--- src/hdl/iqas_pkg.sv ---
package iqas_pkg;

    localparam int SAMPLE_BITS = 16;
    localparam int MAG_BITS    = SAMPLE_BITS + 1;   // -32768 gives 32768
    localparam int SQ_BITS     = 2 * SAMPLE_BITS;
    localparam int COUNT_BITS  = 64;
    localparam int BIN_COUNT   = 8;
    localparam int BIN_BITS    = $clog2(BIN_COUNT);
    localparam int LEVEL_BITS  = 16;
    localparam int INDEX_BITS  = 5;
    localparam int CMD_BITS    = 2;
    localparam int CFG_BITS    = 1;

    // level registers after reset
    localparam logic [LEVEL_BITS-1:0] NEAR_LEVEL_RST = 16'd30000;
    localparam logic [LEVEL_BITS-1:0] SAT_LEVEL_RST  = 16'd32767;

    // configuration register indexes
    localparam logic [CFG_BITS-1:0] CFG_NEAR_LEVEL = 1'b0;
    localparam logic [CFG_BITS-1:0] CFG_SAT_LEVEL  = 1'b1;

    // read select codes beyond the two histograms
    localparam logic [INDEX_BITS-1:0] STAT_TOTAL  = 5'd16;
    localparam logic [INDEX_BITS-1:0] STAT_SAT    = 5'd17;
    localparam logic [INDEX_BITS-1:0] STAT_NEAR   = 5'd18;
    localparam logic [INDEX_BITS-1:0] STAT_SUMSQ_I = 5'd19;
    localparam logic [INDEX_BITS-1:0] STAT_SUMSQ_Q = 5'd20;
    localparam logic [INDEX_BITS-1:0] STAT_PEAK_I = 5'd21;
    localparam logic [INDEX_BITS-1:0] STAT_PEAK_Q = 5'd22;

    typedef enum logic [CMD_BITS-1:0] {
        CMD_RECORD = 2'd0,
        CMD_READ   = 2'd1,
        CMD_CLEAR  = 2'd2
    } t_cmd;

    typedef logic [BIN_COUNT-1:0][COUNT_BITS-1:0] t_bin_counts;

    // merge stage to lanes
    typedef struct packed {
        logic en;    // pipeline advances
        logic rec;   // record word leaves stage 1
        logic clr;   // clear word leaves stage 1
    } t_lane_ctrl;

    // lane stage 1 findings used by the merge stage
    typedef struct packed {
        logic ge_sat;
        logic ge_near;
    } t_lane_flags;

endpackage

--- src/hdl/iqas_merge.sv ---
module iqas_merge
    import iqas_pkg::*;
(
    input  logic                   i_clk,
    input  logic                   i_rst_n,
    input  logic                   i_in_valid,
    output logic                   o_in_ready,
    input  logic [CMD_BITS-1:0]    i_command,
    input  logic [INDEX_BITS-1:0]  i_stat_index,
    output logic                   o_out_valid,
    input  logic                   i_out_ready,
    output logic [COUNT_BITS-1:0]  o_stat_value,
    output t_lane_ctrl             o_ctrl,
    input  t_lane_flags            i_flags_i,
    input  t_lane_flags            i_flags_q,
    input  t_bin_counts            i_bins_i,
    input  t_bin_counts            i_bins_q,
    input  logic [COUNT_BITS-1:0]  i_sumsq_i,
    input  logic [COUNT_BITS-1:0]  i_sumsq_q,
    input  logic [MAG_BITS-1:0]    i_peak_i,
    input  logic [MAG_BITS-1:0]    i_peak_q
);

    logic                  r_s1_valid;
    t_cmd                  r_s1_cmd;
    logic [INDEX_BITS-1:0] r_s1_idx;

    logic [COUNT_BITS-1:0] r_total;
    logic [COUNT_BITS-1:0] r_sat;
    logic [COUNT_BITS-1:0] r_near;

    logic                  r_out_valid;
    logic [COUNT_BITS-1:0] r_out_value;

    logic                  s1_read;
    logic                  en;
    logic [COUNT_BITS-1:0] rd_value;
    t_lane_ctrl            ctrl;

    // only a read waiting on a full output word holds the pipeline
    assign s1_read = r_s1_valid && (r_s1_cmd == CMD_READ);
    assign en      = !(s1_read && r_out_valid && !i_out_ready);

    always_comb begin
        ctrl.en  = en;
        ctrl.rec = en && r_s1_valid && (r_s1_cmd == CMD_RECORD);
        ctrl.clr = en && r_s1_valid && (r_s1_cmd == CMD_CLEAR);
    end

    // stage 1 control
    always_ff @(posedge i_clk) begin
        if (!i_rst_n) begin
            r_s1_valid <= 1'b0;
        end else if (en) begin
            r_s1_valid <= i_in_valid;
        end
    end

    always_ff @(posedge i_clk) begin
        if (en) begin
            r_s1_cmd <= t_cmd'(i_command);
            r_s1_idx <= i_stat_index;
        end
    end

    // counters that combine both lanes
    always_ff @(posedge i_clk) begin
        if (!i_rst_n || ctrl.clr) begin
            r_total <= '0;
            r_sat   <= '0;
            r_near  <= '0;
        end else if (ctrl.rec) begin
            r_total <= r_total + 1'b1;
            if (i_flags_i.ge_sat || i_flags_q.ge_sat)   r_sat  <= r_sat + 1'b1;
            if (i_flags_i.ge_near || i_flags_q.ge_near) r_near <= r_near + 1'b1;
        end
    end

    // read select
    always_comb begin
        if (!r_s1_idx[INDEX_BITS-1]) begin
            if (r_s1_idx[BIN_BITS]) rd_value = i_bins_q[r_s1_idx[BIN_BITS-1:0]];
            else                    rd_value = i_bins_i[r_s1_idx[BIN_BITS-1:0]];
        end else begin
            unique case (r_s1_idx)
                STAT_TOTAL:   rd_value = r_total;
                STAT_SAT:     rd_value = r_sat;
                STAT_NEAR:    rd_value = r_near;
                STAT_SUMSQ_I: rd_value = i_sumsq_i;
                STAT_SUMSQ_Q: rd_value = i_sumsq_q;
                STAT_PEAK_I:  rd_value = COUNT_BITS'(i_peak_i);
                STAT_PEAK_Q:  rd_value = COUNT_BITS'(i_peak_q);
                default:      rd_value = '0;
            endcase
        end
    end

    // output word register
    always_ff @(posedge i_clk) begin
        if (!i_rst_n) begin
            r_out_valid <= 1'b0;
        end else if (en && s1_read) begin
            r_out_valid <= 1'b1;
        end else if (i_out_ready) begin
            r_out_valid <= 1'b0;
        end
    end

    always_ff @(posedge i_clk) begin
        if (en && s1_read) r_out_value <= rd_value;
    end

    assign o_in_ready   = en;
    assign o_out_valid  = r_out_valid;
    assign o_stat_value = r_out_value;
    assign o_ctrl       = ctrl;

    a_stall_cause: assert property (@(posedge i_clk) disable iff (!i_rst_n)
        !en |-> (s1_read && r_out_valid))
        else $error("pipeline held without a pending read");

    a_total_inc: assert property (@(posedge i_clk) disable iff (!i_rst_n)
        ctrl.rec |=> r_total == $past(r_total) + 1'b1)
        else $error("total count missed a record");

    a_clear: assert property (@(posedge i_clk) disable iff (!i_rst_n)
        ctrl.clr |=> (r_total == '0 && r_sat == '0 && r_near == '0))
        else $error("clear left a counter set");

    a_out_source: assert property (@(posedge i_clk) disable iff (!i_rst_n)
        $rose(r_out_valid) |-> $past(s1_read && en))
        else $error("output word without a read");

endmodule

--- config.mk ---
export PLATFORM = sky130hd
export DESIGN_NAME = iqas_merge
export DESIGN_NICKNAME = d
export VERILOG_FILES = /design/src/hdl/iqas_pkg.sv /design/src/hdl/iqas_merge.sv
export SDC_FILE = /design/constraint.sdc
export NUM_CORES = 1
export LEC_CHECK = 0
export ABC_AREA = 1
export BUFFER_PORTS_ARGS = -buffer_cell sky130_fd_sc_hd__clkbuf_2
export CORE_AREA = 3 3 491 493
export CTS_CLUSTER_DIAMETER = 100
export DETAILED_ROUTE_END_ITERATION = 6
export DIE_AREA = 0 0 494 496
export GPL_TIMING_DRIVEN = 0
export HOLD_SLACK_MARGIN = 0.1
export PLACE_DENSITY_LB_ADDON = 0.08
export SLEW_MARGIN = 20
export SYNTH_ARGS = -nofsm -noshare
export SYNTH_HDL_FRONTEND = slang
export SYNTH_SLANG_ARGS = --single-unit
--- constraint.sdc ---
create_clock -name i_clk -period 8.8 [get_ports i_clk]
set_input_delay 1.32 -clock i_clk [delete_from_list [all_inputs] [get_ports i_clk]]
set_output_delay 1.32 -clock i_clk [all_outputs]
set_load 0.005 [all_outputs]
==> out/results.md, run 1 <==
| Metric | This run | Unit |
|:---|:---|:---|
| Summed area of non-filler cells in the final layout | 36800 | um^2 |
| Core area | 237000 | um^2 |
| Launch point of the critical path | r_s1_idx[0] | - |
| Most used cells in the layout excluding fill and tap cells | 1912 x sky130_fd_sc_hd__nand2_1, 1289 x sky130_fd_sc_hd__clkbuf_2, 590 x sky130_fd_sc_hd__nor2_1 | - |
| Maximum VDD drop | 103 | uV |
| Cell types occupying the most area after synthesis | sky130_fd_sc_hd__nand2_1 29%, sky130_fd_sc_hd__dfxtp_1 16%, sky130_fd_sc_hd__nor2_1 9.0% | - |
| Clock buffer depth | 3 | - |
| CTS clock-pin slew for the worst setup and hold paths | 0.07 | ns |
| First-iteration detailed-routing DRC count | 3127 | - |
| Predominant post-synthesis flop cell | sky130_fd_sc_hd__dfxtp_1 | - |
| Critical path buffer and inverter count | 3 | - |
| Post-synth top area share | 0.293 | - |
| Post-layout worst setup margin | 4.50 | ns |
| Wire length on met1 | 128000 | um |
| Global-route wire length before repair | 402000 | um |
| Via count of the first global-routing pass | 36938 | - |
| Worst slack at placement | 4.59 | ns |
| Clock Sink Count | 265 | - |
| Max Cap Viol | 0 | - |
| Worst skew pair latency | 0.60 | ns |
| Final max-slew violation count | 0 | - |
| CP Data Required Time | 9.13 | ns |
| Routed len/inst | 35.9 | um |
| Slack of the worst reg-to-reg path | 4.50 | ns |
| Final Wtd Congestion | 0.906 | - |
| ANT nets after route | 0 | - |
| Synthesized flop and latch total | 265 | - |
| Number of buffers inserted for hold repair after clock tree synthesis | 0 | - |
| Number of distinct standard cells referenced by the synthesized netlist | 45 | - |
| Most used cell along the critical path | sky130_fd_sc_hd__nand2_1 | - |
| Final critical delay including setup and external delays | 4.30 | ns |
| Sort of element at the start of the critical path | flop | - |
| Number of levels in the clock H-tree | 2 | - |
| Root cell of the clock tree | sky130_fd_sc_hd__clkbuf_16 | - |
| Average cell area after synthesis | 5.43 | um^2 |
| Gate count after technology mapping | 4517 | - |
| EDFF count, synth | 71 | - |
| Critical path peak fanout | 10 | - |
| Post-Syn Nets | 5721 | - |
| Count of instances resized after the clock tree is built | 0 | - |
| Largest stage delay on the critical path | 0.59 | ns |
| Buffer count from post-CTS setup fixing | 0 | - |
| Met2 Wirelength | 163000 | um |
| Crit Path Class | flop to flop | - |
| Final-report setup violation count | 0 | - |
| Highest Signal Layer | met5 | - |
| Total routing usage reported by global routing | 0.255 | - |
| Number of rows created at floorplan | 179 | - |
| Netlist Area Pre-Place | 24500 | um^2 |
| Worst slew margin relative to its limit | 0.117 | - |
| Count of buffers inserted at the top-level ports | 1269 | - |
| Die Wd | 494 | um |
| Number of cells in the design after placement | 8984 | - |
| Crit end category | flop | - |
| Tightest Pin Transition | 1.32 | ns |
| Worst min-delay path class | flop to flop | - |
| Via Count | 37070 | - |
| CTS tree | yes | - |
| First-pass iteration count of the detailed router | 5 | - |
| Detailed placer's ending HPWL | 294000 | um |
| Starting utilization of the core area | 0.103 | - |
| Async set-reset flop share out of synthesis | 0 | - |
| Synthesis-to-finish area growth | 49.9 | % |
| Largest clock skew in the final design | 0.0347 | ns |
| Cell type group with the largest total delay on the critical path | simple AND/OR/NAND/NOR gates | - |
| P_leak | 16.4 | nW |
| Hold Startpoint | r_sat[3] | - |
| Period utilization | 0.489 | - |
| Non-filler cells in the finished layout | 9098 | - |
| RSZ-0062 raised after global routing | no | - |
| Post-DR vias/cell | 4.07 | - |
| Fraction of layout cells with a size suffix above 1 | 0.266 | - |
| Cell type with the largest total area after synthesis | sky130_fd_sc_hd__nand2_1 | - |
| GRT overflow | 0 | - |
| Total detailed-routing wirelength | 327000 | um |
| Remaining design rule violation count | 0 | - |
| Met3 Routed Length | 24100 | um |
| Pwr Density | 115 | nW/um^2 |
| Layout Utilization | 0.155 | - |
| # nets final | 7061 | - |
| Initial antenna violation count | 160 | - |
| Cell type of the slowest stage on the worst timing path | sky130_fd_sc_hd__nand4_1 | - |
| Die area | 245000 | um^2 |
| Commonest non-fill, non-tap cell in the layout | sky130_fd_sc_hd__nand2_1 | - |
| Maximum number of pins on one net before global-route repair | 12 | - |
| Placed Area | 35400 | um^2 |
| Achievable clock frequency | 232 | MHz |
| Total CTS buffers | 38 | - |
| FF-to-FF Start | r_s1_idx[0] | - |
| Final hold viol count | 0 | - |
| Count of boundary I/O pins | 1270 | - |
| Ys Warns | 0 | - |
| Die boundary height | 496 | um |
| CP arrival | 4.64 | ns |
| Outcome | finished clean | - |
| Sequential element share of the synthesized area | 0.245 | - |
| Critical-path cell list | nand2_1 -> buf_2 -> clkbuf_2 -> buf_12 -> nor2_1 -> a21oi_1 -> nand4_1 -> nand3_1 -> nand2_1 -> nand2_1 -> nand2_1 | - |
-- where the power goes --
group,switching [mW],internal [mW],total [mW]
Sequential,0.00887,1.27,1.27
Clock,0.718,0.975,1.69
Combinational,0.877,0.373,1.25
Total,1.60,2.61,4.22
-- cells by family after synthesis --
| kind of cell | count (synthesis) | share of synthesized area |
|---|---|---|
| AND/OR/NAND/NOR | 3147 | 0.539 |
| buffers and inverters | 655 | 0.107 |
| AO/OA/AOI/OAI | 438 | 0.104 |
| flip-flops | 265 | 0.245 |
| XOR/XNOR | 9 | 0.00321 |
| adder cells (fa/ha/maj) | 3 | 0.00153 |
-- cell usage after synthesis, types with 5 or more instances --
cell / count
sky130_fd_sc_hd__nand3_2: 5
sky130_fd_sc_hd__o22ai_1: 31
sky130_fd_sc_hd__inv_2: 9
sky130_fd_sc_hd__o211ai_1: 16
sky130_fd_sc_hd__nor3b_1: 10
sky130_fd_sc_hd__a211oi_1: 26
sky130_fd_sc_hd__edfxtp_1: 71
sky130_fd_sc_hd__nand3_1: 238
sky130_fd_sc_hd__o221ai_1: 8
sky130_fd_sc_hd__buf_1: 26
sky130_fd_sc_hd__xor2_1: 7
sky130_fd_sc_hd__nor2_1: 590
sky130_fd_sc_hd__a31oi_1: 6
sky130_fd_sc_hd__nand3b_1: 12
sky130_fd_sc_hd__a22oi_1: 56
sky130_fd_sc_hd__nand2_1: 1912
sky130_fd_sc_hd__nand4_1: 286
sky130_fd_sc_hd__nor2_2: 20
sky130_fd_sc_hd__o21ai_0: 97
sky130_fd_sc_hd__a21oi_1: 187
sky130_fd_sc_hd__inv_1: 431
sky130_fd_sc_hd__nor2_4: 9
sky130_fd_sc_hd__dfxtp_1: 194
sky130_fd_sc_hd__nor3_1: 48
sky130_fd_sc_hd__clkbuf_1: 72
sky130_fd_sc_hd__buf_2: 112
-- flip-flops by register name (all words and copies together), names as in the netlist --
name	flops
o_stat_value	64
r_near	64
r_sat	64
r_total	64
r_s1_idx	5
r_s1_cmd	2
o_out_valid	1
r_s1_valid	1
-- layout make-up --
class                           instances  area, um^2
Buffer                                214         998
Inverter                              441        1660
Tap cell                             3167        3960
Clock inverter                         23         241
Multi-Input combinational cell       3597       15900
Antenna cell                           45         113
Timing Repair Buffer                 1300        6810
Fill cell                           28502      201000
Clock buffer                           46        1050
Sequential cell                       265        6020
-- layer usage --
layer | vias up | GRT usage
met5 | - | 0
met4 | 84 | 0.0707
met3 | 341 | 0.0642
met2 | 1491 | 0.462
met1 | 17829 | 0.294
li1 | 17325 | -
-- per-stage QoR --
step | hold slack, ns | TNS [ns] | power (mW)
floorplan | 0.434 | 0 | 1.67
detailed placement | 0.466 | 0 | 2.56
global placement | 0.454 | -346.21 | 2.55
finish | 0.477 | 0 | 4.22
CTS | 0.476 | 0 | 4.29
global route | 0.488 | 0 | 4.36
-- worst paths after layout --
kind,endpoint,depth (start not counted)
hold / removal,r_sat[3],1
setup reg to reg,o_stat_value[18],11
hold reg to reg,r_sat[3],1
setup / recovery,o_stat_value[18],11
(Power assumes the default switching activity.)
==> run 2, diff against run 1 <==
ABC_AREA = 0   (was 1)
CORE_AREA = 3 3 497 499   (was 3 3 491 493)
DIE_AREA = 0 0 500 502   (was 0 0 494 496)
clock period = 4.5 ns   (was 8.8 ns; I/O delays follow)
==> out/results.md, run 2 <==
| Metric | This run | Unit |
|:---|:---|:---|
| Total detailed-routing wirelength | 209000 | um |
| Outcome | finished clean | - |
| Placed Area | 31900 | um^2 |
| Post-layout worst setup margin | 0.127 | ns |
| Number of buffers inserted for hold repair after clock tree synthesis | 0 | - |
| Netlist Area Pre-Place | 21000 | um^2 |
| P_leak | 12.8 | nW |
| Total routing usage reported by global routing | 0.159 | - |
| Post-Syn Nets | 3182 | - |
| Xor and xnor area share after synthesis | 0.0379 | - |
| Number of levels in the clock H-tree | 2 | - |
| Commonest non-fill, non-tap cell in the layout | sky130_fd_sc_hd__clkbuf_2 | - |
| RSZ-0062 raised after global routing | no | - |
| Detailed placer's ending HPWL | 183000 | um |
| Post-synth top area share | 0.274 | - |
| Post-synthesis share of cell area spent on full adders, half adders and majority gates | 0.00178 | - |
| Number of rows created at floorplan | 181 | - |
| Cell type of the slowest stage on the worst timing path | sky130_fd_sc_hd__buf_1 | - |
| GRT overflow | 0 | - |
| Worst slew margin relative to its limit | 0.209 | - |
| Max Cap Viol | 0 | - |
| Count of boundary I/O pins | 1270 | - |
| Cell types occupying the most area after synthesis | sky130_fd_sc_hd__mux4_2 27%, sky130_fd_sc_hd__dfxtp_1 18%, sky130_fd_sc_hd__edfxtp_1 10% | - |
| Non-filler cells in the finished layout | 6588 | - |
| Worst slack at placement | -0.511 | ns |
| Final hold viol count | 0 | - |
| Main combinational cell family by area after synthesis | multiplexers | - |
| Count of instances resized after the clock tree is built | 9 | - |
| Critical path peak fanout | 10 | - |
| Number of distinct standard cells referenced by the synthesized netlist | 47 | - |
| Root cell of the clock tree | sky130_fd_sc_hd__clkbuf_16 | - |
| Worst hold slack after final layout | 0.194 | ns |
| Cell type with the largest total area after synthesis | sky130_fd_sc_hd__mux4_2 | - |
| Ys Warns | 0 | - |
| Die area | 251000 | um^2 |
| Cell type group with the largest total delay on the critical path | buffers and inverters | - |
| Sequential element share of the synthesized area | 0.286 | - |
| Via count of the first global-routing pass | 25965 | - |
| Synthesis-to-finish area growth | 60.1 | % |
| CTS clock-pin slew for the worst setup and hold paths | 0.05 | ns |
| Clock Sink Count | 265 | - |
| Final max-slew violation count | 0 | - |
| Count of buffers inserted at the top-level ports | 1269 | - |
| Routed len/inst | 31.8 | um |
| EDFF count, synth | 71 | - |
| Clock buffer depth | 3 | - |
| Crit end category | flop | - |
| Crit Path Class | flop to flop | - |
| Via Count | 24870 | - |
| Gate count after technology mapping | 1978 | - |
| Maximum number of pins on one net before global-route repair | 18 | - |
| Multiplexer share of the synthesized area | 0.339 | - |
| Compound-Gate Fraction of Synth Area | 0.136 | - |
| CP Data Required Time | 4.78 | ns |
| Total power | 8.55 | mW |
| Final Wtd Congestion | 0.800 | - |
| Summed area of non-filler cells in the final layout | 33700 | um^2 |
| Largest stage delay on the critical path | 0.80 | ns |
| Worst skew pair latency | 0.69 | ns |
| First-pass iteration count of the detailed router | 7 | - |
| Tightest Pin Transition | 1.19 | ns |
| Largest clock skew in the final design | 0.0444 | ns |
| Buffer count from post-CTS setup fixing | 0 | - |
| Global-route wire length before repair | 264000 | um |
| CP arrival | 4.65 | ns |
| Post-DR vias/cell | 3.78 | - |
| Worst min-delay path class | input port to flop | - |
| # nets final | 4521 | - |
| Average cell area after synthesis | 10.6 | um^2 |
| Critical path buffer and inverter count | 2 | - |
| Total CTS buffers | 51 | - |
| Final-report setup violation count | 0 | - |
| Fraction of layout cells with a size suffix above 1 | 0.522 | - |
| Layout Utilization | 0.139 | - |
| Die boundary height | 502 | um |
| Predominant post-synthesis flop cell | sky130_fd_sc_hd__dfxtp_1 | - |
| Pwr Density | 254 | nW/um^2 |
| Maximum VDD drop | 284 | uV |
| Cell types with the highest counts after synthesis | 256 x sky130_fd_sc_hd__mux4_2, 194 x sky130_fd_sc_hd__dfxtp_1, 126 x sky130_fd_sc_hd__nand2_1 | - |
| Critical-path cell list | buf_4 -> buf_1 -> mux4_2 -> mux2i_1 -> o2111ai_1 | - |
| Final critical delay including setup and external delays | 4.37 | ns |
| First-iteration detailed-routing DRC count | 2016 | - |
| Synthesized flop and latch total | 265 | - |
| Simple-gate share of the synthesized area | 0.164 | - |
| Sum of negative setup slack | 0 | ns |
| Remaining design rule violation count | 0 | - |
| Async set-reset flop share out of synthesis | 0 | - |
| ANT nets after route | 0 | - |
| Most used cells in the layout excluding fill and tap cells | 1297 x sky130_fd_sc_hd__clkbuf_2, 256 x sky130_fd_sc_hd__mux4_2, 194 x sky130_fd_sc_hd__dfxtp_1 | - |
| Die Wd | 500 | um |
| CTS tree | yes | - |
| Achievable clock frequency | 229 | MHz |
| Initial antenna violation count | 133 | - |
| Period utilization | 0.972 | - |
| Most frequently used cell type in the post-synthesis netlist | sky130_fd_sc_hd__mux4_2 | - |
| Starting utilization of the core area | 0.0865 | - |
| Core area | 243000 | um^2 |
| Number of cells in the design after placement | 6469 | - |
| Sort of element at the start of the critical path | flop | - |
## run 2: cell families (layout without fill, tap and decap cells)
kind of cell    count (synthesis)  after routing
mux                           386            386
simple gates                  639            639
buf+inv                       189           1568
flops                         265            265
other cells                     0             29
fa+ha+maj                       3              3
compound gates                405            405
xor+xnor                       91             91
## run 2: report_power, final
group	internal [mW]	switching (mW)
registers	2.48	0.0154
clock network	2.38	1.69
logic	0.945	1.03
total	5.81	2.74
## run 2: layout make-up
class | instances | area, um^2
clock inverter | 16 | 135
timing repair buffer | 1289 | 6750
clock buffer | 77 | 1550
tap | 3202 | 4010
inverter | 18 | 67.6
buffer | 168 | 711
multi-input combinational | 1524 | 14400
fill | 27837 | 209000
antenna | 29 | 72.6
sequential | 265 | 6020
## run 2: metal layers
| layer | vias to the layer above | global-route usage | wire [um] |
|---|---|---|---|
| li1 | 10908 | - | - |
| met1 | 12504 | 0.215 | 95200 |
| met2 | 1224 | 0.259 | 96000 |
| met3 | 204 | 0.0400 | 14700 |
| met4 | 30 | 0.0244 | 3400 |
| met5 | - | 0 | 207 |
## run 2: worst reg2reg max path: stages, from the launching register on
cell	delay [ns]
sky130_fd_sc_hd__edfxtp_1	0.75
sky130_fd_sc_hd__buf_4	0.66
sky130_fd_sc_hd__buf_1	0.85
sky130_fd_sc_hd__mux4_2	0.62
sky130_fd_sc_hd__mux2i_1	0.65
sky130_fd_sc_hd__o2111ai_1	0.45
## run 2: final timing paths
path	from	end	slack (ns)	cells past startpoint
worst max-delay path	r_s1_idx[0]	o_stat_value[43]	0.13	5
worst min-delay path	i_stat_index[3]	r_s1_idx[3]	0.19	1
worst max register to register	r_s1_idx[0]	o_stat_value[43]	0.13	5
worst min register to register	r_near[63]	r_near[63]	0.50	2
